## src/rtl/ptts_pkg.sv

```systemverilog
// Package for the periodic task tick scheduler.
// Holds the request/result structs, the code constants, the controller
// state type and the command/status structs. It depends on nothing else.
package ptts_pkg;

  localparam int TASK_SLOTS = 16;
  localparam int IDX_W      = (TASK_SLOTS > 1) ? $clog2(TASK_SLOTS) : 1;
  localparam int SLOT_W     = 4;
  localparam int TIME_W     = 32;

  localparam logic [1:0] MODE_TICK   = 2'd0;
  localparam logic [1:0] MODE_START  = 2'd1;
  localparam logic [1:0] MODE_STOP   = 2'd2;
  localparam logic [1:0] MODE_UNUSED = 2'd3;

  localparam logic [1:0] KIND_DUE     = 2'd0;
  localparam logic [1:0] KIND_SUMMARY = 2'd1;
  localparam logic [1:0] KIND_ACK     = 2'd2;

  localparam logic [1:0] RS_STOPPED  = 2'd0;
  localparam logic [1:0] RS_RUNNING  = 2'd1;
  localparam logic [1:0] RS_STOPPING = 2'd2;

  localparam logic [TIME_W-1:0] ALL_ONES = '1;

  typedef struct packed {
    logic [1:0]        mode;
    logic [SLOT_W-1:0] slot;
    logic [TIME_W-1:0] period_ms;
    logic [TIME_W-1:0] delta_ms;
  } req_t;

  typedef struct packed {
    logic [1:0]        kind;
    logic [SLOT_W-1:0] task_slot;
    logic [TIME_W-1:0] elapsed_ms;
    logic [TIME_W-1:0] next_wake_ms;
    logic              last;
  } rsp_t;

  typedef enum logic [2:0] {
    ST_IDLE,
    ST_EVAL,
    ST_UPD,
    ST_WB,
    ST_SUM
  } state_t;

  typedef struct packed {
    logic take_cmd;   // apply a start or stop request and acknowledge it
    logic take_tick;  // capture delta, rewind the slot walk
    logic eval;
    logic upd;
    logic wb;
    logic next_idx;
    logic sum;
  } cmd_t;

  typedef struct packed {
    logic running;
    logic idx_last;
  } status_t;

endpackage

```

## src/rtl/ptts_ctrl.sv

```systemverilog
// Controller of the periodic task tick scheduler: walks the slots on a tick.
// Depends on ptts_pkg; drives ptts_dp through cmd_t and reads status_t.
module ptts_ctrl (
  input  logic              clk,
  input  logic              rst,
  input  logic              start,
  input  ptts_pkg::req_t    request,
  input  ptts_pkg::status_t status,
  output ptts_pkg::cmd_t    cmd,
  output logic              busy
);
  import ptts_pkg::*;

  state_t state, state_next;

  always_ff @(posedge clk) begin
    if (rst) begin
      state <= ST_IDLE;
    end else begin
      state <= state_next;
    end
  end

  always_comb begin
    state_next = state;
    cmd        = '0;
    busy       = 1'b1;
    unique case (state)
      ST_IDLE: begin
        busy = 1'b0;
        if (start) begin
          if (request.mode == MODE_START || request.mode == MODE_STOP) begin
            cmd.take_cmd = 1'b1;
          end else if (request.mode == MODE_TICK && request.delta_ms != '0) begin
            cmd.take_tick = 1'b1;
            state_next    = ST_EVAL;
          end
        end
      end
      ST_EVAL: begin
        if (status.running) begin
          cmd.eval   = 1'b1;
          state_next = ST_UPD;
        end else if (status.idx_last) begin
          state_next = ST_SUM;
        end else begin
          cmd.next_idx = 1'b1;
        end
      end
      ST_UPD: begin
        cmd.upd    = 1'b1;
        state_next = ST_WB;
      end
      ST_WB: begin
        cmd.wb = 1'b1;
        if (status.idx_last) begin
          state_next = ST_SUM;
        end else begin
          cmd.next_idx = 1'b1;
          state_next   = ST_EVAL;
        end
      end
      ST_SUM: begin
        cmd.sum    = 1'b1;
        state_next = ST_IDLE;
      end
      default: begin
        state_next = ST_IDLE;
      end
    endcase
  end

endmodule

```

## src/rtl/ptts_dp.sv

```systemverilog
// Datapath of the periodic task tick scheduler: slot tables, the per-slot
// update arithmetic and the result register. Depends on ptts_pkg.
module ptts_dp (
  input  logic              clk,
  input  logic              rst,
  input  ptts_pkg::req_t    request,
  input  ptts_pkg::cmd_t    cmd,
  output ptts_pkg::status_t status,
  output ptts_pkg::rsp_t    result,
  output logic              strobe
);
  import ptts_pkg::*;

  logic [1:0]        run_state [TASK_SLOTS];
  logic [TIME_W-1:0] rem_tab   [TASK_SLOTS];
  logic [TIME_W-1:0] per_tab   [TASK_SLOTS];

  logic [IDX_W-1:0]  idx;
  logic [TIME_W-1:0] delta;
  logic [TIME_W-1:0] wake;
  logic              due;
  logic [TIME_W-1:0] diff;
  logic [TIME_W:0]   sum;
  logic [TIME_W-1:0] rem_r;
  logic [TIME_W-1:0] per_r;
  logic [TIME_W:0]   reload;

  logic              slot_ok;
  logic [IDX_W-1:0]  req_idx;
  logic [TIME_W:0]   diff_ext;
  logic [TIME_W:0]   sum_next;
  logic [TIME_W:0]   s_upd;
  logic [TIME_W:0]   e_upd;
  logic [TIME_W-1:0] elapsed;
  logic [TIME_W:0]   delta_ext;
  logic [TIME_W:0]   reload_next;
  logic [TIME_W+1:0] r_wb;
  logic [TIME_W-1:0] rem_new;

  assign slot_ok = (32'(request.slot) < TASK_SLOTS);
  assign req_idx = IDX_W'(request.slot);

  assign status.running  = (run_state[idx] == RS_RUNNING);
  assign status.idx_last = (idx == IDX_W'(TASK_SLOTS - 1));

  // Evaluate: the borrow of delta - remaining tells whether the slot is due.
  assign diff_ext = {1'b0, delta} - {1'b0, rem_tab[idx]};
  assign sum_next = {1'b0, rem_tab[idx]} + {1'b0, per_tab[idx]};

  // Elapsed is period + (delta - remaining) - 1, clamped to [1, all ones].
  assign delta_ext = {1'b0, delta};
  assign s_upd     = {1'b0, per_r} + {1'b0, diff};
  assign e_upd     = s_upd - 33'd1;
  always_comb begin
    priority if (s_upd <= 33'd1) begin
      elapsed = 32'd1;
    end else if (e_upd[TIME_W]) begin
      elapsed = ALL_ONES;
    end else begin
      elapsed = e_upd[TIME_W-1:0];
    end
  end

  // A late task is pushed to the next frame: at least delta + 1 before the
  // subtraction below.
  always_comb begin
    if (!due) begin
      reload_next = {1'b0, rem_r};
    end else if (sum <= delta_ext) begin
      reload_next = delta_ext + 33'd1;
    end else begin
      reload_next = sum;
    end
  end

  assign r_wb    = {1'b0, reload} - {2'b00, delta};
  assign rem_new = (r_wb[TIME_W+1:TIME_W] != 2'b00) ? ALL_ONES : r_wb[TIME_W-1:0];

  always_ff @(posedge clk) begin
    if (rst) begin
      for (int i = 0; i < TASK_SLOTS; i++) begin
        run_state[i] <= RS_STOPPED;
      end
    end else if (cmd.take_cmd && slot_ok) begin
      if (request.mode == MODE_START && run_state[req_idx] != RS_RUNNING) begin
        run_state[req_idx] <= RS_RUNNING;
      end else if (request.mode == MODE_STOP && run_state[req_idx] == RS_RUNNING) begin
        run_state[req_idx] <= RS_STOPPING;
      end
    end else if (cmd.sum) begin
      for (int i = 0; i < TASK_SLOTS; i++) begin
        if (run_state[i] == RS_STOPPING) begin
          run_state[i] <= RS_STOPPED;
        end
      end
    end
  end

  always_ff @(posedge clk) begin
    if (cmd.take_cmd && slot_ok && request.mode == MODE_START &&
        run_state[req_idx] != RS_RUNNING) begin
      per_tab[req_idx] <= request.period_ms;
      rem_tab[req_idx] <= request.period_ms;
    end else if (cmd.wb) begin
      rem_tab[idx] <= rem_new;
    end
  end

  always_ff @(posedge clk) begin
    if (cmd.take_tick) begin
      delta <= request.delta_ms;
      wake  <= ALL_ONES;
    end else if (cmd.wb && rem_new < wake) begin
      wake <= rem_new;
    end
    if (cmd.eval) begin
      due   <= !diff_ext[TIME_W];
      diff  <= diff_ext[TIME_W-1:0];
      sum   <= sum_next;
      rem_r <= rem_tab[idx];
      per_r <= per_tab[idx];
    end
    if (cmd.upd) begin
      reload <= reload_next;
    end
  end

  always_ff @(posedge clk) begin
    if (rst) begin
      idx <= '0;
    end else if (cmd.take_tick) begin
      idx <= '0;
    end else if (cmd.next_idx) begin
      idx <= idx + 1'b1;
    end
  end

  always_ff @(posedge clk) begin
    if (rst) begin
      strobe <= 1'b0;
    end else begin
      strobe <= cmd.take_cmd || (cmd.upd && due) || cmd.sum;
    end
  end

  always_ff @(posedge clk) begin
    if (cmd.take_cmd) begin
      result <= '{kind: KIND_ACK, task_slot: '0, elapsed_ms: '0,
                  next_wake_ms: '0, last: 1'b1};
    end else if (cmd.upd) begin
      result <= '{kind: KIND_DUE, task_slot: SLOT_W'(idx), elapsed_ms: elapsed,
                  next_wake_ms: '0, last: 1'b0};
    end else if (cmd.sum) begin
      result <= '{kind: KIND_SUMMARY, task_slot: '0, elapsed_ms: '0,
                  next_wake_ms: wake, last: 1'b1};
    end
  end

endmodule

```

## src/rtl/periodic_task_tick_scheduler_core.sv

```systemverilog
// Top level of the periodic task tick scheduler: controller plus datapath.
// Depends on ptts_pkg, ptts_ctrl and ptts_dp.
//
//   channel   ports                   handshake
//   request   start, busy, request    taken at an edge with start high, busy low
//   result    strobe, result          one cycle per result, no back-pressure
//
// A start or stop request is acknowledged in the cycle after it is taken and
// busy stays low. A tick walks the slots one at a time: a slot that is not
// running only passes the evaluate state, a running slot passes evaluate,
// update and write back, and the summary follows the last slot. A tick with
// zero delta or an unused mode is taken and gives nothing.
// Reset is synchronous; it stops all slots. The receiver cannot stall.
module periodic_task_tick_scheduler_core (
  input  logic           clk,
  input  logic           rst,
  input  logic           start,
  output logic           busy,
  input  ptts_pkg::req_t request,
  output logic           strobe,
  output ptts_pkg::rsp_t result
);
  import ptts_pkg::*;

  cmd_t    cmd;
  status_t status;

  ptts_ctrl u_ctrl (
    .clk     (clk),
    .rst     (rst),
    .start   (start),
    .request (request),
    .status  (status),
    .cmd     (cmd),
    .busy    (busy)
  );

  ptts_dp u_dp (
    .clk     (clk),
    .rst     (rst),
    .request (request),
    .cmd     (cmd),
    .status  (status),
    .result  (result),
    .strobe  (strobe)
  );

  // A start or stop request is acknowledged in the very next cycle.
  a_ack_next: assert property (@(posedge clk) disable iff (rst)
    (start && !busy && (request.mode == MODE_START || request.mode == MODE_STOP))
    |=> (strobe && result.kind == KIND_ACK && result.last))
    else $error("start/stop request not acknowledged");

  // The summary closes the tick, so the block is free while it is shown.
  a_sum_idle: assert property (@(posedge clk) disable iff (rst)
    (strobe && result.kind == KIND_SUMMARY) |-> (!busy && result.last))
    else $error("summary shown while still busy");

  // Task-due results only appear inside a tick walk and never end it.
  a_due_busy: assert property (@(posedge clk) disable iff (rst)
    (strobe && result.kind == KIND_DUE) |-> (busy && !result.last))
    else $error("task-due result outside a tick walk");

  // A tick with zero delta causes no result.
  a_zero_tick: assert property (@(posedge clk) disable iff (rst)
    (start && !busy && request.mode == MODE_TICK && request.delta_ms == '0)
    |=> !strobe)
    else $error("zero-delta tick produced a result");

endmodule
```

## config.mk

```make
export PLATFORM = sky130hd
export DESIGN_NAME = periodic_task_tick_scheduler_core
export DESIGN_NICKNAME = d
export VERILOG_FILES = /design/src/rtl/ptts_pkg.sv /design/src/rtl/ptts_ctrl.sv /design/src/rtl/ptts_dp.sv /design/src/rtl/periodic_task_tick_scheduler_core.sv
export SDC_FILE = /design/constraint.sdc
export NUM_CORES = 2
export LEC_CHECK = 0
export BUFFER_PORTS_ARGS = -buffer_cell sky130_fd_sc_hd__buf_4
export CAP_MARGIN = 20
export CORE_MARGIN = 2
export CORE_UTILIZATION = 57
export CTS_CLUSTER_SIZE = 14
export DETAILED_ROUTE_END_ITERATION = 12
export MAX_ROUTING_LAYER = met4
export PLACE_DENSITY = 0.83
export SLEW_MARGIN = 0
export SYNTH_ARGS = -nofsm -noshare
export SYNTH_HDL_FRONTEND = slang
export SYNTH_SLANG_ARGS = --single-unit
```

## constraint.sdc

```tcl
create_clock -name clk -period 7.55 [get_ports clk]
set_input_delay 1.1325 -clock clk [delete_from_list [all_inputs] [get_ports clk]]
set_output_delay 1.1325 -clock clk [all_outputs]
set_load 0.03 [all_outputs]
```

=== After elaboration in Yosys (flattened, before gate mapping) ===
Memories as Yosys holds them, arrays and structs flattened. A register that Yosys moved wholly into a read port is not among the register bits.
Cells that the tools add are included.

* Flip-flop bits (word level): 306
* Input bits: 73
* Word-level logic and storage cells: 252
* Bits in writable memories: 1056
* Memories: 3

{| class="wikitable"
|+ Memory list
! memory !! words !! bits a word !! read ports !! clocked after memory_dff !! write ports !! line !! RTL
|-
| u_dp.per_tab || 16 || 32 || 1 || 1 || 1 || ptts_dp.sv:16 || <nowiki>logic [TIME_W-1:0] per_tab [TASK_SLOTS];</nowiki>
|-
| u_dp.rem_tab || 16 || 32 || 1 || 1 || 1 || ptts_dp.sv:15 || <nowiki>logic [TIME_W-1:0] rem_tab [TASK_SLOTS];</nowiki>
|-
| u_dp.run_state || 16 || 2 || 18 || 1 || 16 || ptts_dp.sv:14 || <nowiki>logic [1:0] run_state [TASK_SLOTS];</nowiki>
|}

* Multiplexer cells: 153
* Equal/unequal tests: 30
* Reductions and logical operators: 21
* Bitwise gates (word level): 17
* Magnitude comparators: 3
* Add/subtract/negate cells: 7

{| class="wikitable"
|+ Operators by type and width
! kind !! number
|-
| $mux W32 || 5
|-
| $mux W71 || 2
|-
| $mux W1 || 109
|-
| $add A32 B32 Y33 || 2
|-
| $mux W2 || 20
|-
| $eq A2 B2 Y1 const B || 17
|-
| $sub A33 B32 Y34 || 1
|-
| $add A32 B1 Y33 const B || 1
|-
| $le A33 B1 Y1 const B || 1
|-
| $le A33 B32 Y1 || 1
|-
| $mux W33 || 1
|-
| $sub A32 B32 Y33 || 1
|-
| $sub A33 B1 Y33 const B || 1
|-
| $lt A32 B32 Y1 || 1
|-
| $mux W4 || 8
|-
| $reduce_bool A32 Y1 || 1
|-
| $reduce_or A32 Y1 || 1
|-
| $mux W3 || 6
|-
| $or A1 B1 Y1 || 17
|-
| $pmux W3 S4 || 1
|-
| $logic_and A1 B1 Y1 || 7
|-
| $eq A2 B1 Y1 const B || 3
|-
| $eq A3 B2 Y1 const B || 2
|-
| $reduce_or A2 Y1 || 3
|-
| other kinds (14) || 19
|}

=== Longest topological paths before layout ===
* Word-level depth: 12
* Gate-level depth with buffers: 27

=== Cells and area by module ===
Synthesis repeated with hierarchy kept, for this count alone.

* Cell total of the unflattened synthesis: 3895
* Area total of the unflattened synthesis: 61188.7 µm²

{| class="wikitable"
|+ By module, submodules not included
! module !! times used !! cells an instance !! area an instance (µm²)
|-
| ptts_dp || 1 || 3853 || 60874.6
|-
| ptts_ctrl || 1 || 42 || 314.1
|}

=== Worst setup path after synthesis ===
Ideal clock, no wire load.

* Kind: register to register
* Start: register (tool-made name)
* End: register u_dp.diff[0], enable pin
* Data arrival time: 7298 ps
* Setup slack: -385 ps
* Period minus slack after synthesis: 7935 ps
* Cell stages (with the launch flop): 6
* Required time: 6913 ps
* Cells stage by stage: dfxtp_1 clkbuf_1 a21oi_1 mux4_2 a211o_1 nor2b_1

{| class="wikitable"
|+ RTL lines
! item !! line !! RTL
|-
| end signal, assigned || ptts_dp.sv:118 || <nowiki>diff <= diff_ext[TIME_W-1:0];</nowiki>
|-
| end, declared || ptts_dp.sv:22 || <nowiki>logic [TIME_W-1:0] diff;</nowiki>
|}

=== Final worst setup path ===
* Start: register u_dp.delta[0]
* End: register u_dp.wake[27]

* Word-level cells in the longest chain between the ends: 5

{| class="wikitable"
|+ RTL lines
! item !! line !! RTL
|-
| start, declared || ptts_dp.sv:19 || <nowiki>logic [TIME_W-1:0] delta;</nowiki>
|-
| start signal, assigned || ptts_dp.sv:111 || <nowiki>delta <= request.delta_ms;</nowiki>
|-
| $sub A33 B32 Y34 * || ptts_dp.sv:76 || <nowiki>assign r_wb = {1'b0, reload} - {2'b00, delta};</nowiki>
|-
| $reduce_bool A2 Y1 || ptts_dp.sv:77 || <nowiki>assign rem_new = (r_wb[TIME_W+1:TIME_W] != 2'b00) ? ALL_ONES : r_wb[TIME_W-1:0];</nowiki>
|-
| $mux W32 * || ptts_dp.sv:77 ||
|-
| via u_dp.rem_new[17] || ptts_dp.sv:38 || <nowiki>logic [TIME_W-1:0] rem_new;</nowiki>
|-
| $lt A32 B32 Y1 * || ptts_dp.sv:113 || <nowiki>end else if (cmd.wb && rem_new < wake) begin</nowiki>
|-
| $logic_and A1 B1 Y1 * || ptts_dp.sv:113 ||
|-
| end signal, assigned || ptts_dp.sv:114 || <nowiki>wake <= rem_new;</nowiki>
|-
| end, declared || ptts_dp.sv:20 || <nowiki>logic [TIME_W-1:0] wake;</nowiki>
|}

Mark *: on every way through the listed nets, which the timed path passes. The rest lies on a longest branch.
A chain may end at the register's enable or synchronous reset.

==> parameters.txt <==
Parameter                              Value

Synthesis
  Cell type with the largest total area after synthesis ... edfxtp_1
  Mux cell area share after synthesis ... 0.123
  Sequential-to-total area share from yosys stat ... 0.646
  Post-Synthesis Cells ... 4,064
  Xor and xnor fraction of the mapped netlist area ... 0.0200
  Top area cells in the synthesized netlist ... edfxtp_1, mux4_2, ha_1
  Fraction of the mapped netlist area in simple logic gates ... 0.0706
  Syn_nets ... 4,339
  Post-synthesis instance area ... 61,700 sq um
  Complex-gate fraction of the synthesized area ... 0.0748
  Yosys warning count ... 0
  Most frequently used flop master after synthesis ... edfxtp_1
  Synthesized area divided by synthesized cell count ... 15.2 sq um
  Post-synthesis async set-or-reset flop share ... 0
  Synth top area share ... 0.609
  Adder-cell share of the synthesized area ... 0.0414
  Dominant combinational cell family by area after synthesis ... multiplexers
  Distinct cell type count of the synthesized netlist ... 92
  Count of flip-flops with a built-in enable after synthesis ... ~1.3k
  Post-synthesis register bit count ... 1,366

Layout
  Footprint of the flip-flops and latches ... ~40,000 sq um
  Finished Cell Area ... 69,400 sq um
  Multi-input combinational cell area ... 20,700 sq um
  Highest-count cells in the layout ignoring fill and taps ... edfxtp_1, mux4_2, nand2_1, buf_4, nor2_1
  Share of final-layout standard cells stronger than drive strength 1 ... 0.192
  Final Net Count ... roughly 4.6k
  Most common cell after layout, fill and taps aside ... edfxtp_1
  Number of filler instances in the final layout ... 7,259
  Synth-to-Final Area Change ... 12.4%

Worst setup path
  Count of cells along the worst register-to-register path ... 25
  Launch point of the critical path ... u_dp.delta[0]$_DFFE_PP_
  Endpoint class of the critical path ... flip-flop
  Register-to-register path setup slack ... 1.00 ns
  Origin of the critical flop-to-flop path ... u_dp.delta[0]$_DFFE_PP_
  End point of the critical path ... u_dp.wake[27]$_SDFFE_PP1P_
  Startpoint type of the worst setup path ... flip-flop
  Data arrival time of the critical path ... 7.20 ns
  Critical path type ... flip-flop to flip-flop
  Required arrival time at the worst endpoint ... 8.20 ns
  Critical path peak fanout ... 26
  RR Endpoint ... u_dp.wake[27]$_SDFFE_PP1P_

Power and ir drop
  Sw Share ... 0.220
  Maximum VDD drop ... 0.221 mV
  Power share of the sequential group ... 0.532
  Int Pwr ... 12.2 mW
  Power per cell area ... 225 nW/um^2
  Total power of the final layout ... 15.6 mW
  Part of the total power dissipated in the clock network ... 0.425
  Total leakage power ... about 24 nW
  Relative contribution of combinational cells to total power ... 0.043
  Power dissipated by switching net loads ... 3.44 mW

GRT
  Total congestion overflow after global routing ... 0
  Total global-route track usage ... 0.327
  Met2 usage in global routing ... 0.497
  M1 GR Usage ... 0.423
  Most used routing layer in global routing ... met2
  First-pass GRT wire length ... 255 mm
  Initial antenna violation count ... 22
  Met3 Use GR ... 0.0729
  Via count of the first global-routing pass ... 37.4k
  Pin count of the biggest net entering global routing ... 97

Die
  Chip Height ... between 300 and 400 um
  Total I/O pin count ... 146
  Placeable core region ... 107,000 sq um
  Full die area ... ~110,000 sq um
  Initial core utilization ... 0.576
  Number of rows created at floorplan ... 120
  Die width ... 333 um

Min path
  Min-delay worst type ... flip-flop to flip-flop

Place
  Placement Cell Area ... 65,000 sq um
  Total half-perimeter wirelength after legalization and detailed placement ... 111 mm
  Buffers on Ports ... 145
  Final estimated routing congestion in global placement ... around 0.99

Timing
  Number of slew-limit violations in the final report ... 0
  RSZ-0062 raised after global routing ... no
  Clock period minus final worst setup slack ... 6.55 ns
  Transition at the pin with the smallest max-transition slack ... 1.13 ns
  Peak Freq ... 153 MHz
  Worst setup skew after layout ... 0.0458 ns
  Number of hold-slack violations in the final timing report ... 0
  Final setup fails ... 0
  Total Neg Setup Slack ... 0 ns
  Hold Worst Slack ... 0.457 ns
  Worst slew margin relative to its limit ... 0.247
  Part of the cycle the worst path needs ... 0.867

Drt
  Via count ... 38.8k
  Initial drt markers ... a little under 6k
  Vias per std cell ... between 6 and 7
  Wire per inst ... approximately 30 um
  Number of detailed-route iterations in the first pass ... 6
  Post-route antenna net violation count ... 0
  Final wirelength ... 176 mm
  Number of design rule violations left after detail routing ... 0

CTS
  CTS hold repair buffers ... 0
  Clock latency on the worst-skew pair ... about 0.8 ns
  CTS root buffer ... clkbuf_16
  Clock tree from TritonCTS ... yes
  H-tree lvl count ... 4
  TritonCTS sink count ... between 1k and 1.5k
  Clock slew at reported path FFs ... 0.06 ns
  Maximum number of buffers from clock root to sink ... 3
  Post-CTS resize count ... 0
  Number of buffers inserted to repair setup after CTS ... 0
  Number of clock buffers inserted by TritonCTS ... approximately 140

Run status
  Status ... complete, no violations

Flow run
  Max-cap violations ... 0
-- cell families after synthesis --
kind of cell	after synthesis
flops	1366
simple gates	910
compound gates	706
buf+inv	386
mux	354
fa+ha+maj	202
xor+xnor	140
-- synth_stat cells, types with 34 or more instances --
cell type	instances
ha_1	198
xnor2_1	101
a31oi_1	37
xor2_1	38
nor2_1	268
a21o_1	81
clkbuf_1	135
nor2b_1	34
nand4_1	38
o21ai_0	139
nand3_1	83
edfxtp_1	1251
a21oi_1	193
mux4_2	323
dfxtp_1	115
inv_1	211
nor3_1	59
nand2_1	253
-- flip-flops by register name, indices dropped and copies added (netlist names), named ones only --
| signal | count |
|---|---|
| u_dp.run_state | 32 |
| u_dp.reload | 33 |
| u_dp.rem_r | 32 |
| u_dp.wake | 32 |
| u_dp.per_r | 32 |
| u_dp.rem_tab | 512 |
| u_dp.idx | 4 |
| u_dp.delta | 32 |
| u_dp.diff | 32 |
| u_dp.result | 71 |
| u_ctrl.state | 3 |
| u_dp.per_tab | 512 |
| u_dp.due | 1 |
| u_dp.sum | 33 |
| u_dp.strobe | 1 |
-- worst max-delay path: stages (launching register included) --
cell,delay [ns]
edfxtp_1,0.48
ha_1,0.26
fa_1,0.39
nor2b_1,0.23
o21ai_0,0.14
a21boi_0,0.29
o21a_1,0.20
o211ai_1,0.24
a21o_1,0.28
o311a_1,0.52
nor2_2,0.43
nor2_1,0.15
inv_1,0.08
ha_1,0.24
a21o_1,0.17
a21o_1,0.18
a21o_1,0.18
a21o_1,0.17
a21o_1,0.16
a21o_1,0.18
a21oi_1,0.15
o221ai_1,0.24
a31o_2,0.50
buf_4,0.29
nor3_1,0.16
o22ai_1,0.10
-- worst min path at each step --
stage | startpoint | end | slack (ns) | depth (start not counted)
finish | u_dp.result[3]$_SDFFE_PP0N_ | u_dp.result[3]$_SDFFE_PP0N_ | 0.46 | 2
global route | u_dp.result[12]$_SDFFE_PP0N_ | u_dp.result[12]$_SDFFE_PP0N_ | 0.48 | 2
CTS | u_dp.result[1]$_SDFFE_PP0N_ | u_dp.result[1]$_SDFFE_PP0N_ | 0.46 | 2
detailed placement | u_dp.result[1]$_SDFFE_PP0N_ | u_dp.result[1]$_SDFFE_PP0N_ | 0.45 | 2
global placement | u_dp.result[70]$_SDFFE_PP1P_ | u_dp.result[70]$_SDFFE_PP1P_ | 0.43 | 2
floorplan | u_dp.wake[27]$_SDFFE_PP1P_ | u_dp.result[28]$_SDFFE_PP0N_ | 0.43 | 2
-- power by group through the flow --
stage / Sequential, mW / Clock, mW / Combinational [mW]
floorplan: 8.46 / 0 / 0.399
finish: 8.31 / 6.64 / 0.671
global route: 8.30 / 6.97 / 0.719
detailed placement: 8.47 / 0 / 0.650
CTS: 8.31 / 6.69 / 0.661
global placement: 8.46 / 0 / 0.633
-- layer usage --
layer	share of wire	wire length [um]
met5	0	0
met4	0.051	9000
met3	0.11	19100
met2	0.47	83200
met1	0.37	64800
-- area by class of cell --
type / count / share of cell area
tap: 1403 / 0.0253
inverter: 211 / 0.0114
multi-input combinational: 2312 / 0.298
clock buffer: 178 / 0.0528
timing repair buffer: 246 / 0.0276
antenna: 18 / 0.000649
clock inverter: 63 / 0.00968
sequential: 1366 / 0.575
-- metrics by stage --
step	util	worst slack [ns]	std cells
after floorplan	-	1.65	4064
after global placement	0.606	1.34	5533
after detailed placement	0.606	1.23	5535
after CTS	0.646	1.19	5776
after global routing	0.647	0.596	5794
final	0.647	1.00	5797
Power figures use the tool's default switching activity.
